$ cat config.mk
export PLATFORM = sky130hd
export DESIGN_NAME = rc_channel_frame_packer_unit_flat
export DESIGN_NICKNAME = d
export VERILOG_FILES = /design/src/design/rcfp_pkg.sv /design/src/design/rcfp_channels.sv /design/src/design/rcfp_scale.sv /design/src/design/rc_channel_frame_packer_unit.sv /design/src/flat_wrapper.sv
export SDC_FILE = /design/constraint.sdc
export NUM_CORES = 1
export LEC_CHECK = 0
export BUFFER_PORTS_ARGS = -buffer_cell sky130_fd_sc_hd__buf_2
export CORE_MARGIN = 5
export CORE_UTILIZATION = 26
export DETAILED_ROUTE_END_ITERATION = 8
export PLACE_DENSITY = 0.48
export SYNTH_ARGS = -nofsm -noshare
export SYNTH_HDL_FRONTEND = slang
export SYNTH_HIERARCHICAL = 1
export SYNTH_SLANG_ARGS = --single-unit
$ cat constraint.sdc
create_clock -name clk -period 9.3 [get_ports clk]
set_input_delay 1.86 -clock clk [delete_from_list [all_inputs] [get_ports clk]]
set_output_delay 1.86 -clock clk [all_outputs]
set_load 0.005 [all_outputs]
$ cat src/design/rcfp_pkg.sv
// shared constants and the crc-8 step for the channel frame packer
// no dependencies; compiled first
package rcfp_pkg;

  localparam int PULSE_W   = 16;
  localparam int BYTE_W    = 8;
  localparam int CH_W      = 11;
  localparam int CFG_IDX_W = 1;

  // scaling: value = center + trunc(pulse * 4 / 5), clamped to 0 .. 2 * center
  localparam logic [CH_W-1:0] CH_CENTER  = 11'h3E0;
  localparam logic [CH_W-1:0] MAG_LIMIT  = 11'd1240;  // 4 * 1240 / 5 == center
  localparam logic [15:0]     RECIP_FIVE = 16'd52429; // ceil(2^18 / 5)
  localparam int              RECIP_SHIFT = 18;

  localparam logic [3:0]        CH_LAST        = 4'd15;
  localparam logic [BYTE_W-1:0] FRAME_LEN_BYTE = 8'd24;
  localparam logic [BYTE_W-1:0] CRC_POLY       = 8'hD5;

  localparam logic [BYTE_W-1:0] ADDR_RESET = 8'd200;
  localparam logic [BYTE_W-1:0] TYPE_RESET = 8'd22;

  localparam logic [CFG_IDX_W-1:0] REG_DEVICE_ADDRESS = 1'b0;
  localparam logic [CFG_IDX_W-1:0] REG_FRAME_TYPE     = 1'b1;

  // msb-first crc-8 over one byte
  function automatic logic [BYTE_W-1:0] crc8_step(input logic [BYTE_W-1:0] crc,
                                                  input logic [BYTE_W-1:0] data);
    logic [BYTE_W-1:0] c;
    c = crc ^ data;
    for (int k = 0; k < BYTE_W; k++) begin
      if (c[BYTE_W-1]) begin
        c = {c[BYTE_W-2:0], 1'b0} ^ CRC_POLY;
      end else begin
        c = {c[BYTE_W-2:0], 1'b0};
      end
    end
    return c;
  endfunction

endpackage

$ cat src/design/rcfp_channels.sv
// valid/ready channel interfaces: pulse items in, frame bytes out
// depends on rcfp_pkg for field widths
interface rcfp_pulse_if;
  logic                                 valid;
  logic                                 ready;
  logic signed [rcfp_pkg::PULSE_W-1:0]  pulse;

  modport source (output valid, output pulse, input ready);
  modport sink   (input valid, input pulse, output ready);
endinterface

interface rcfp_byte_if;
  logic                          valid;
  logic                          ready;
  logic [rcfp_pkg::BYTE_W-1:0]   frame_byte;
  logic                          last_of_item;
  logic                          frame_end;

  modport source (output valid, output frame_byte, output last_of_item, output frame_end,
                  input ready);
  modport sink   (input valid, input frame_byte, input last_of_item, input frame_end,
                  output ready);
endinterface

$ cat src/design/rcfp_scale.sv
// pulse to 11-bit channel value: center + trunc(4p/5), clamped
// depends on rcfp_pkg
module rcfp_scale (
  input  logic signed [rcfp_pkg::PULSE_W-1:0] pulse,
  output logic        [rcfp_pkg::CH_W-1:0]    value
);
  import rcfp_pkg::*;

  logic                  neg;
  logic [PULSE_W:0]      mag;
  logic [CH_W-1:0]       mag_c;
  logic [CH_W+1:0]       x4;
  logic [CH_W+17:0]      prod;
  logic [CH_W-1:0]       quot;

  assign neg   = pulse[PULSE_W-1];
  assign mag   = neg ? ((PULSE_W+1)'(0) - {pulse[PULSE_W-1], pulse}) : {1'b0, pulse};
  // clamp before dividing; beyond the limit the result saturates anyway
  assign mag_c = (mag > {{(PULSE_W+1-CH_W){1'b0}}, MAG_LIMIT}) ? MAG_LIMIT : mag[CH_W-1:0];
  assign x4    = {mag_c, 2'b00};
  // x4 < 2^18 so multiply by ceil(2^18/5) and shift gives the exact floor
  assign prod  = x4 * RECIP_FIVE;
  assign quot  = prod[RECIP_SHIFT +: CH_W];
  assign value = neg ? (CH_CENTER - quot) : (CH_CENTER + quot);

endmodule

$ cat src/design/rc_channel_frame_packer_unit.sv
// top level of the radio-control channel frame packer
// depends on rcfp_pkg, rcfp_channels (interfaces) and rcfp_scale
//
// each accepted pulse is one channel; sixteen channels make one 26-byte frame:
// address, length 24, type, 22 bytes of 11-bit channel values packed lsb-first,
// and a crc-8 (poly 0xd5, init 0) over type and payload. a pulse goes into an
// input register; once the output buffer is empty or its last byte leaves,
// the scaled value is packed and its bytes are loaded into a 4-slot output
// buffer, which drives one byte per cycle while the receiver is ready. an item
// fills 4 bytes (first channel), 3 bytes (last channel) or 1 to 2 bytes
// (others), 26 bytes per frame of 16 items; the single byte-wide output port
// sets the pace. the next item is loaded in the cycle the previous item's last
// byte is transferred, so bytes stream without gaps while pulses keep up.
// the crc is kept on the output side, updated on type and payload bytes only.
// register writes are expected only while the block is idle.
module rc_channel_frame_packer_unit (
  input  logic                              clk,
  input  logic                              rst,
  input  logic                              cfg_we,
  input  logic [rcfp_pkg::CFG_IDX_W-1:0]    cfg_index,
  input  logic [rcfp_pkg::BYTE_W-1:0]       cfg_data,
  rcfp_pulse_if.sink                        chan,
  rcfp_byte_if.source                       frame
);
  import rcfp_pkg::*;

  // role of each buffered byte on the output side
  typedef enum logic [1:0] {
    KIND_ADDR,   // frame start, clears the crc
    KIND_LEN,    // not covered by the crc
    KIND_DATA,   // covered by the crc
    KIND_CRC     // replaced by the running crc
  } kind_t;

  // configuration registers
  logic [BYTE_W-1:0]  device_address;
  logic [BYTE_W-1:0]  frame_type;

  // input register
  logic                       in_vld;
  logic signed [PULSE_W-1:0]  in_pulse;

  // packing state
  logic [6:0]  acc;       // leftover packed bits, at most 7
  logic [2:0]  held;
  logic [3:0]  ch_cnt;

  // output buffer
  logic [BYTE_W-1:0]  slot_byte [4];
  kind_t              slot_kind [4];
  logic [1:0]         last_idx;
  logic [1:0]         idx;
  logic               buf_vld;
  logic [BYTE_W-1:0]  crc;

  // load side
  logic [CH_W-1:0]    scaled;
  logic               ch_first;
  logic               ch_final;
  logic [6:0]         acc_in;
  logic [2:0]         held_in;
  logic [17:0]        combined;
  logic [4:0]         total;
  logic               two_bytes;
  logic [6:0]         acc_next;
  logic [BYTE_W-1:0]  ld_byte [4];
  kind_t              ld_kind [4];
  logic [1:0]         ld_last;

  // output side
  logic               out_xfer;
  logic               at_last;
  logic               load;
  kind_t              cur_kind;

  rcfp_scale u_scale (
    .pulse (in_pulse),
    .value (scaled)
  );

  // ---------------------------------------------------------------------------
  // packing of one channel value
  // ---------------------------------------------------------------------------
  assign ch_first  = (ch_cnt == 4'd0);
  assign ch_final  = (ch_cnt == CH_LAST);
  // a new frame starts with an empty accumulator
  assign acc_in    = ch_first ? 7'd0 : acc;
  assign held_in   = ch_first ? 3'd0 : held;
  assign combined  = {11'd0, acc_in} | ({7'd0, scaled} << held_in);
  assign total     = {2'b00, held_in} + 5'(CH_W);
  assign two_bytes = total[4];
  assign acc_next  = two_bytes ? {5'd0, combined[17:16]} : combined[14:8];

  always_comb begin
    for (int s = 0; s < 4; s++) begin
      ld_byte[s] = '0;
      ld_kind[s] = KIND_DATA;
    end
    ld_last = 2'd0;
    if (ch_first) begin
      // header plus the one payload byte of the first channel
      ld_byte[0] = device_address;
      ld_kind[0] = KIND_ADDR;
      ld_byte[1] = FRAME_LEN_BYTE;
      ld_kind[1] = KIND_LEN;
      ld_byte[2] = frame_type;
      ld_byte[3] = combined[7:0];
      ld_last    = 2'd3;
    end else begin
      ld_byte[0] = combined[7:0];
      ld_byte[1] = combined[15:8];
      ld_last    = two_bytes ? 2'd1 : 2'd0;
      if (ch_final) begin
        // crc goes right after the last payload byte
        if (two_bytes) begin
          ld_kind[2] = KIND_CRC;
          ld_last    = 2'd2;
        end else begin
          ld_kind[1] = KIND_CRC;
          ld_last    = 2'd1;
        end
      end
    end
  end

  // ---------------------------------------------------------------------------
  // handshakes
  // ---------------------------------------------------------------------------
  assign out_xfer   = buf_vld && frame.ready;
  assign at_last    = (idx == last_idx);
  // buffer takes the next item when empty or as its final byte leaves
  assign load       = in_vld && (!buf_vld || (out_xfer && at_last));
  assign chan.ready = !in_vld || load;

  assign cur_kind           = slot_kind[idx];
  assign frame.valid        = buf_vld;
  assign frame.frame_byte   = (cur_kind == KIND_CRC) ? crc : slot_byte[idx];
  assign frame.last_of_item = at_last;
  assign frame.frame_end    = (cur_kind == KIND_CRC);

  // ---------------------------------------------------------------------------
  // control and state registers
  // ---------------------------------------------------------------------------
  always_ff @(posedge clk) begin
    if (rst) begin
      device_address <= ADDR_RESET;
      frame_type     <= TYPE_RESET;
      in_vld         <= 1'b0;
      acc            <= '0;
      held           <= '0;
      ch_cnt         <= '0;
      idx            <= '0;
      buf_vld        <= 1'b0;
      crc            <= '0;
    end else begin
      if (cfg_we) begin
        case (cfg_index)
          REG_DEVICE_ADDRESS: device_address <= cfg_data;
          REG_FRAME_TYPE:     frame_type     <= cfg_data;
          default: ;
        endcase
      end

      if (chan.valid && chan.ready) begin
        in_vld <= 1'b1;
      end else if (load) begin
        in_vld <= 1'b0;
      end

      if (load) begin
        acc     <= acc_next;
        held    <= total[2:0];
        ch_cnt  <= ch_cnt + 4'd1;
        idx     <= 2'd0;
        buf_vld <= 1'b1;
      end else if (out_xfer) begin
        if (at_last) begin
          buf_vld <= 1'b0;
        end else begin
          idx <= idx + 2'd1;
        end
      end

      // running crc follows the bytes in transfer order
      if (out_xfer) begin
        case (cur_kind)
          KIND_ADDR: crc <= '0;
          KIND_DATA: crc <= crc8_step(crc, slot_byte[idx]);
          default:   crc <= crc;
        endcase
      end
    end
  end

  // payload registers, no reset
  always_ff @(posedge clk) begin
    if (chan.valid && chan.ready) begin
      in_pulse <= chan.pulse;
    end
    if (load) begin
      for (int s = 0; s < 4; s++) begin
        slot_byte[s] <= ld_byte[s];
        slot_kind[s] <= ld_kind[s];
      end
      last_idx <= ld_last;
    end
  end

  // ---------------------------------------------------------------------------
  // assertions
  // ---------------------------------------------------------------------------
  a_idx_in_range: assert property (@(posedge clk) disable iff (rst)
    buf_vld |-> (idx <= last_idx))
    else $error("output slot index beyond last loaded slot");

  a_crc_closes_item: assert property (@(posedge clk) disable iff (rst)
    (buf_vld && frame.frame_end) |-> at_last)
    else $error("crc byte is not the final byte of its item");

  a_frame_aligned: assert property (@(posedge clk) disable iff (rst)
    (load && ch_final) |=> (held == 3'd0 && acc == 7'd0 && ch_cnt == 4'd0))
    else $error("packing state not byte aligned after last channel");

endmodule

$ cat src/flat_wrapper.sv
// flat-port wrapper written by rule: the top's interface ports become plain ports
module rc_channel_frame_packer_unit_flat import rcfp_pkg::*;
  (clk, rst, cfg_we, cfg_index, cfg_data, chan_valid, chan_pulse, chan_ready, frame_valid, frame_frame_byte, frame_last_of_item, frame_frame_end, frame_ready);
  rcfp_pulse_if chan_i ();
  rcfp_byte_if frame_i ();
  input  logic clk;
  input  logic rst;
  input  logic cfg_we;
  input  logic [rcfp_pkg::CFG_IDX_W-1:0] cfg_index;
  input  logic [rcfp_pkg::BYTE_W-1:0] cfg_data;
  input wire logic [$bits(chan_i.valid)-1:0] chan_valid;
  input wire logic [$bits(chan_i.pulse)-1:0] chan_pulse;
  output wire logic [$bits(chan_i.ready)-1:0] chan_ready;
  output wire logic [$bits(frame_i.valid)-1:0] frame_valid;
  output wire logic [$bits(frame_i.frame_byte)-1:0] frame_frame_byte;
  output wire logic [$bits(frame_i.last_of_item)-1:0] frame_last_of_item;
  output wire logic [$bits(frame_i.frame_end)-1:0] frame_frame_end;
  input wire logic [$bits(frame_i.ready)-1:0] frame_ready;
  assign chan_i.valid = chan_valid;
  assign chan_i.pulse = chan_pulse;
  assign chan_ready = chan_i.ready;
  assign frame_valid = frame_i.valid;
  assign frame_frame_byte = frame_i.frame_byte;
  assign frame_last_of_item = frame_i.last_of_item;
  assign frame_frame_end = frame_i.frame_end;
  assign frame_i.ready = frame_ready;
  rc_channel_frame_packer_unit u_core (.clk(clk), .rst(rst), .cfg_we(cfg_we), .cfg_index(cfg_index), .cfg_data(cfg_data), .chan(chan_i), .frame(frame_i));
endmodule
# --- Word-level counts from Yosys, hierarchy flattened ---
# Memories as Yosys holds them, arrays and structs flattened. A register that Yosys moved wholly into a read port is not among the register bits.
# Cells that the tools add are included.
totals:
  reg_bits: 60
  mem_bits_rw: 40
  in_bits: 30
  output_inout_bits: 12
  elab_cells: 117
  mem_count: 2
memory_table:
  columns: ["memory", "words", "word_bits", "rd", "rd_clocked_by_memory_dff", "wr", "line_no", "text"]
  rows:
  - ["u_core.slot_byte", 4, 8, 1, 1, 4, "rc_channel_frame_packer_unit.sv:49", "logic [BYTE_W-1:0] slot_byte [4];"]
  - ["u_core.slot_kind", 4, 2, 1, 1, 4, "rc_channel_frame_packer_unit.sv:50", "kind_t slot_kind [4];"]
classes:
  addsub: 6
  mul: 1
  magnitude_cmp: 1
  eq_ne: 4
  n_shift: 1
  mux: 59
  bitwise: 12
  n_reduce_logical: 20
ops:
  columns: ["cell", "count"]
  rows:
  - ["8-bit 2-to-1 mux", 30]
  - ["5-bit inverter", 8]
  - ["16-bit 2-to-1 mux", 2]
  - ["11-bit by 16-bit multiplier with 27-bit output, second input constant", 1]
  - ["11-bit 2-to-1 mux", 2]
  - ["2-bit 2-to-1 mux", 9]
  - ["7-bit by 18-bit OR with 18-bit output", 1]
  - ["11-bit by 3-bit << shifter with 18-bit output", 1]
  - ["17-bit by 11-bit > comparator with 1-bit output, second input constant", 1]
  - ["17-bit 2-to-1 mux", 1]
  - ["1-bit by 16-bit subtractor with 17-bit output, first input constant", 1]
  - ["8-bit case mux with 2 select lines", 1]
  - ["7-bit 2-to-1 mux", 2]
  - ["10-bit by 11-bit adder with 11-bit output, first input constant", 1]
  - ["10-bit by 11-bit subtractor with 11-bit output, first input constant", 1]
  - ["1-bit 2-to-1 mux", 10]
  - ["2-bit AND reduction", 5]
  - ["2-bit nonzero test", 4]
  - ["8-bit bitwise XOR", 1]
  - ["3-bit by 4-bit adder with 5-bit output, second input constant", 1]
  - ["4-bit by 1-bit adder with 4-bit output, second input constant", 1]
  - ["2-bit equality test, second input constant", 2]
  - ["4-bit equality test, second input constant", 1]
  - ["1-bit logical AND", 4]
  - ["other kinds (10)", 13]

# --- Longest topological paths before layout ---
logic_depth:
  ltp_word: 39
  ltp_mapped: 39
  mapped_depth_nobuf: 38

# --- Cells and area by module ---
# The synthesis kept the hierarchy.
by_module_without_submodules:
  columns: ["module", "instances", "cells_each", "area_per_inst_um2", "seq_area_each_um2"]
  rows:
  - ["rc_channel_frame_packer_unit", 1, 456, 4777.1, 2472.4]
  - ["rcfp_scale", 1, 440, 3619.7, 0.0]

# --- Worst setup path before layout ---
# No wires, ideal clock.
synth_timing:
  path_kind: "flip-flop to flip-flop"
  startpoint: "register u_core.in_pulse[0]"
  endpoint: "memory u_core.slot_byte[1][3] (data pin)"
  setup_time_ns: 0.262
  arrival_time_ns: 8.487
  required_time_ns: 9.038
  slack_ns: 0.551
  path_stages_with_launch: 34
  path_buffers: 1
  synth_period_minus_slack_ns: 8.749
  cell_sequence: "edfxtp_1 -> inv_1 -> ha_1 -> nor3b_4 -> nand3_1 -> mux2i_1 -> nor4_4 -> and2_1 -> clkbuf_1 -> nand2_1 -> ha_1 -> inv_1 -> fa_1 -> fa_1 -> fa_1 -> inv_1 -> fa_1 -> ha_1 -> and2_1 -> a221o_1 -> a221oi_1 -> o21ai_0 -> a221oi_1 -> o21a_4 -> o311a_4 -> inv_2 -> and4b_1 -> a221o_1 -> xnor2_1 -> mux2_2 -> nand2_1 -> o21ai_0 -> mux2_2 -> or2_2"
synth_rtl:
  columns: ["element", "line_no", "text"]
  rows:
  - ["from (decl)", "rc_channel_frame_packer_unit.sv:41", "logic signed [PULSE_W-1:0] in_pulse;"]
  - ["from (signal assigned)", "rc_channel_frame_packer_unit.sv:198", "in_pulse <= chan.pulse;"]
  - ["to (decl)", "rc_channel_frame_packer_unit.sv:49", null]

==> flow_metrics.tcl <==
set metrics [dict create \
    die_h_microns 190 \
    hold_path.class "reg -> reg" \
    n_antenna_cell 0 \
    worstSkewPairLatency_ps 350 \
    clockBufferDepth 2 \
    p_leak_nw 3.96 \
    fillCellCount 3337 \
    hold_start "u_core/device_address[2]$_SDFFE_PP0P_" \
    final.setup.tns_ps 0 \
    ff2ff_setup_slack_ps 490 \
    outcome "finished clean" \
    synthDistinctLibCells 77 \
    finalMaxSlewViolations 0 \
    portBuffers 41 \
    power.density_nw_per_um2 257 \
    core_area_sq_um 31700 \
    cts_num_sinks 97 \
    routedWlPerCell_microns 15.3 \
    drt_first_pass_iters 6 \
    numCtsBuffers 9 \
    nNetsFinal 1082 \
    rows 65 \
    crit_path_max_incr_delay_ps 570 \
    irDropWorstVdd_mv 0.127 \
    yosys.area.top_type "edfxtp_1" \
    die-area_sq_um 36000 \
    fin_crit_sh 0.947 \
    cts_hold_buf 0 \
    clock_power_share 0.167 \
    io_pins 42 \
    area_growth_pct 13.1 \
    synthArstFlopShare 0 \
    drc 0 \
    synth_area_sq_um 8400 \
    synth-seq-area-share 0.294 \
    crit_arrival_ps 8910 \
    max_freq_mhz 114 \
    reg2reg_depth 33 \
    final_common_cell "inv_1" \
    synthTopCellsByArea "edfxtp_1 19%, ha_1 12%, dfxtp_1 10%, fa_1 9.1%, inv_1 4.8%" \
    fin_skew_ps 9.94 \
    relSlewSlack 0.349 \
    place_congestion 0.827 \
    crit_slowest_cell "or4_4" \
    r2r-end "u_core/slot_byte[1][3]$_SDFFCE_PP1P_" \
    syn_nets 1045 \
    cp-end-kind "register" \
    start_util 0.265 \
    pwr-share-seq 0.222 \
    worstHoldPathCells 2 \
    syn_avg_cell_area_sq_um 9.37 \
    fin_crit_ps 8810 \
    vias_per_cell 4.74 \
    critical_path_class "reg -> reg" \
    grt_setup_unrepaired "false" \
    critPathRequiredTime_ps 9400 \
    timing.rr.start "u_core/in_pulse[0]$_DFFE_PP_" \
    power.switching_mw 1.06 \
    tightest_slew_ps 976 \
    cts.clk_slew.worst_paths_ps 70 \
    grt_max_degree 52 \
    setup_viol 0 \
    drtIter0Drc 322 \
    yosys_register_bits 97 \
    power_mw 2.44 \
    htreeDepth 3 \
    power_frac_comb 0.610 \
    clock-root-buffer "clkbuf_16" \
    track_usage 0.116 \
    wl_mm 20.4 \
    final_layout_size_suffix_gt1_frac 0.145 \
    cts_tree "built" \
    antenna_found_initial 0 \
    vias 6351 \
    die_w_microns 190 \
    detail-route-antenna-nets 0 \
    cpMostUsedCell "fa_1" \
    grt_pass1_vias 6432 \
    critPathBufInv 4 \
    yosys.area.top_type_share 0.190 \
    synth-edff-count 53 \
    whs_endpoint "u_core/device_address[2]$_SDFFE_PP0P_" \
    p_int_mw 1.38 \
    netSwitchingFraction 0.435 \
    dp.final_hpwl_mm 16.2 \
    yosys_warnings 6 \
    synthCells 896 \
    layout_common_cells "105 x inv_1, 92 x nand2_1, 79 x ha_1" \
    critPathMaxFanout 8 \
    maxCapViolCount 0 \
    synth_ff_type "edfxtp_1" \
    grt-ovfl-total 0 \
    grt_pass1_wl_mm 34.0 \
    hold_viol_final 0 \
    crit_family "adder cells" \
    start_kind "register" \
]
[per-layer routing]
metal / vias to the layer above / part of all wire / global-route usage
met5: - / 0 / 0
met4: 0 / 0.012 / 0.0256
met3: 18 / 0.034 / 0.0202
met2: 97 / 0.45 / 0.184
met1: 3060 / 0.50 / 0.167
li1: 3176 / - / -
[cells by family (layout without fill, tap and decap cells)]
| logic type | Yosys count | after routing | synth area share |
|---|---|---|---|
| XOR/XNOR | 60 | 60 | 0.0711 |
| flip-flops | 97 | 97 | 0.294 |
| adder cells (fa/ha/maj) | 119 | 119 | 0.211 |
| AO/OA/AOI/OAI | 162 | 162 | 0.131 |
| AND/OR/NAND/NOR | 281 | 281 | 0.169 |
| buffers and inverters | 143 | 185 | 0.0668 |
| multiplexers | 34 | 34 | 0.0569 |
[Yosys cell counts (5+ instances only)]
cell type,instances
nand3_1,18
o21ai_1,5
a21oi_1,43
ha_1,81
clkbuf_1,25
nand4_1,6
mux2_2,14
mux4_2,7
buf_1,5
nand2b_1,13
and3_1,7
xnor2_1,41
o211ai_1,5
a21o_1,11
o21ai_0,24
nor2_1,66
edfxtp_1,53
dfxtp_1,44
or3_1,7
inv_1,107
fa_1,38
xor2_1,14
a211oi_1,7
nand2_1,92
a22oi_1,5
nor3_1,13
and2_1,24
a31oi_1,13
nand3b_1,9
mux2i_1,11
nor2b_1,7
[final cells by class]
cell class / instances / area [sq um] / area share
Tap cell: 402 / 503 / 0.0530
Sequential cell: 97 / 2470 / 0.260
Clock buffer: 9 / 225 / 0.0237
Clock inverter: 7 / 101 / 0.0107
Multi-Input combinational cell: 656 / 5440 / 0.573
Inverter: 109 / 409 / 0.0431
Timing Repair Buffer: 60 / 348 / 0.0366
[state kept, by name (all words and copies together), names as in the netlist, named ones only]
name and flops:
u_core/acc 7, u_core/ch_cnt 4, u_core/crc 8, u_core/device_address 8, u_core/frame.valid 1, u_core/frame_type 8, u_core/held 3, u_core/idx 2
u_core/in_pulse 16, u_core/in_vld 1, u_core/last_idx 2, u_core/slot_byte 32, u_core/slot_kind 3
[power by group through the flow]
stage,registers [mW],clock network (mW),logic [mW]
after detailed placement,0.553,0,1.45
final,0.543,0.409,1.49
after global routing,0.548,0.439,1.66
after floorplan,0.541,0,1.09
after CTS,0.544,0.424,1.47
after global placement,0.553,0,1.46
[worst max path at each step]
stage                                       from                              endpoint  slack, ps  cells after the start
detailed placement  u_core/in_pulse[2]$_DFFE_PP_  u_core/slot_byte[1][3]$_SDFFCE_PP1P_        100                     32
global placement    u_core/in_pulse[2]$_DFFE_PP_  u_core/slot_byte[1][3]$_SDFFCE_PP1P_        200                     31
global route        u_core/in_pulse[1]$_DFFE_PP_  u_core/slot_byte[1][3]$_SDFFCE_PP1P_          6                     36
CTS                 u_core/in_pulse[2]$_DFFE_PP_  u_core/slot_byte[1][3]$_SDFFCE_PP1P_         70                     32
finish              u_core/in_pulse[0]$_DFFE_PP_  u_core/slot_byte[1][3]$_SDFFCE_PP1P_        490                     33
floorplan           u_core/in_pulse[0]$_DFFE_PP_  u_core/slot_byte[1][3]$_SDFFCE_PP1P_        550                     33
[tightest hold or removal path, stage by stage, from the launching register on]
cell,delay (ps)
dfxtp_1,310
nand2_1,50
a21oi_1,50
[through the flow]
| step | cells | setup WS [ps] | hold slack (ps) | util | cell area, sq um |
|---|---|---|---|---|---|
| floorplan | 896 | 551 | 429 | - | 8400 |
| global placement | 1318 | 198 | 444 | 0.286 | 9060 |
| detailed placement | 1318 | 96.1 | 448 | 0.286 | 9060 |
| CTS | 1334 | 66.7 | 458 | 0.296 | 9390 |
| global route | 1340 | 5.67 | 473 | 0.299 | 9500 |
| finish | 1340 | 490 | 458 | 0.299 | 9500 |
[what timing repair did]
item                                    in CTS  in global routing
hold endpoints to repair                     0                  0
gates resized for setup                      0                 17
endpoints found under the setup margin       0                 18
buffers inserted                             0                  6
No activity file was read; power rests on OpenSTA's default activity.
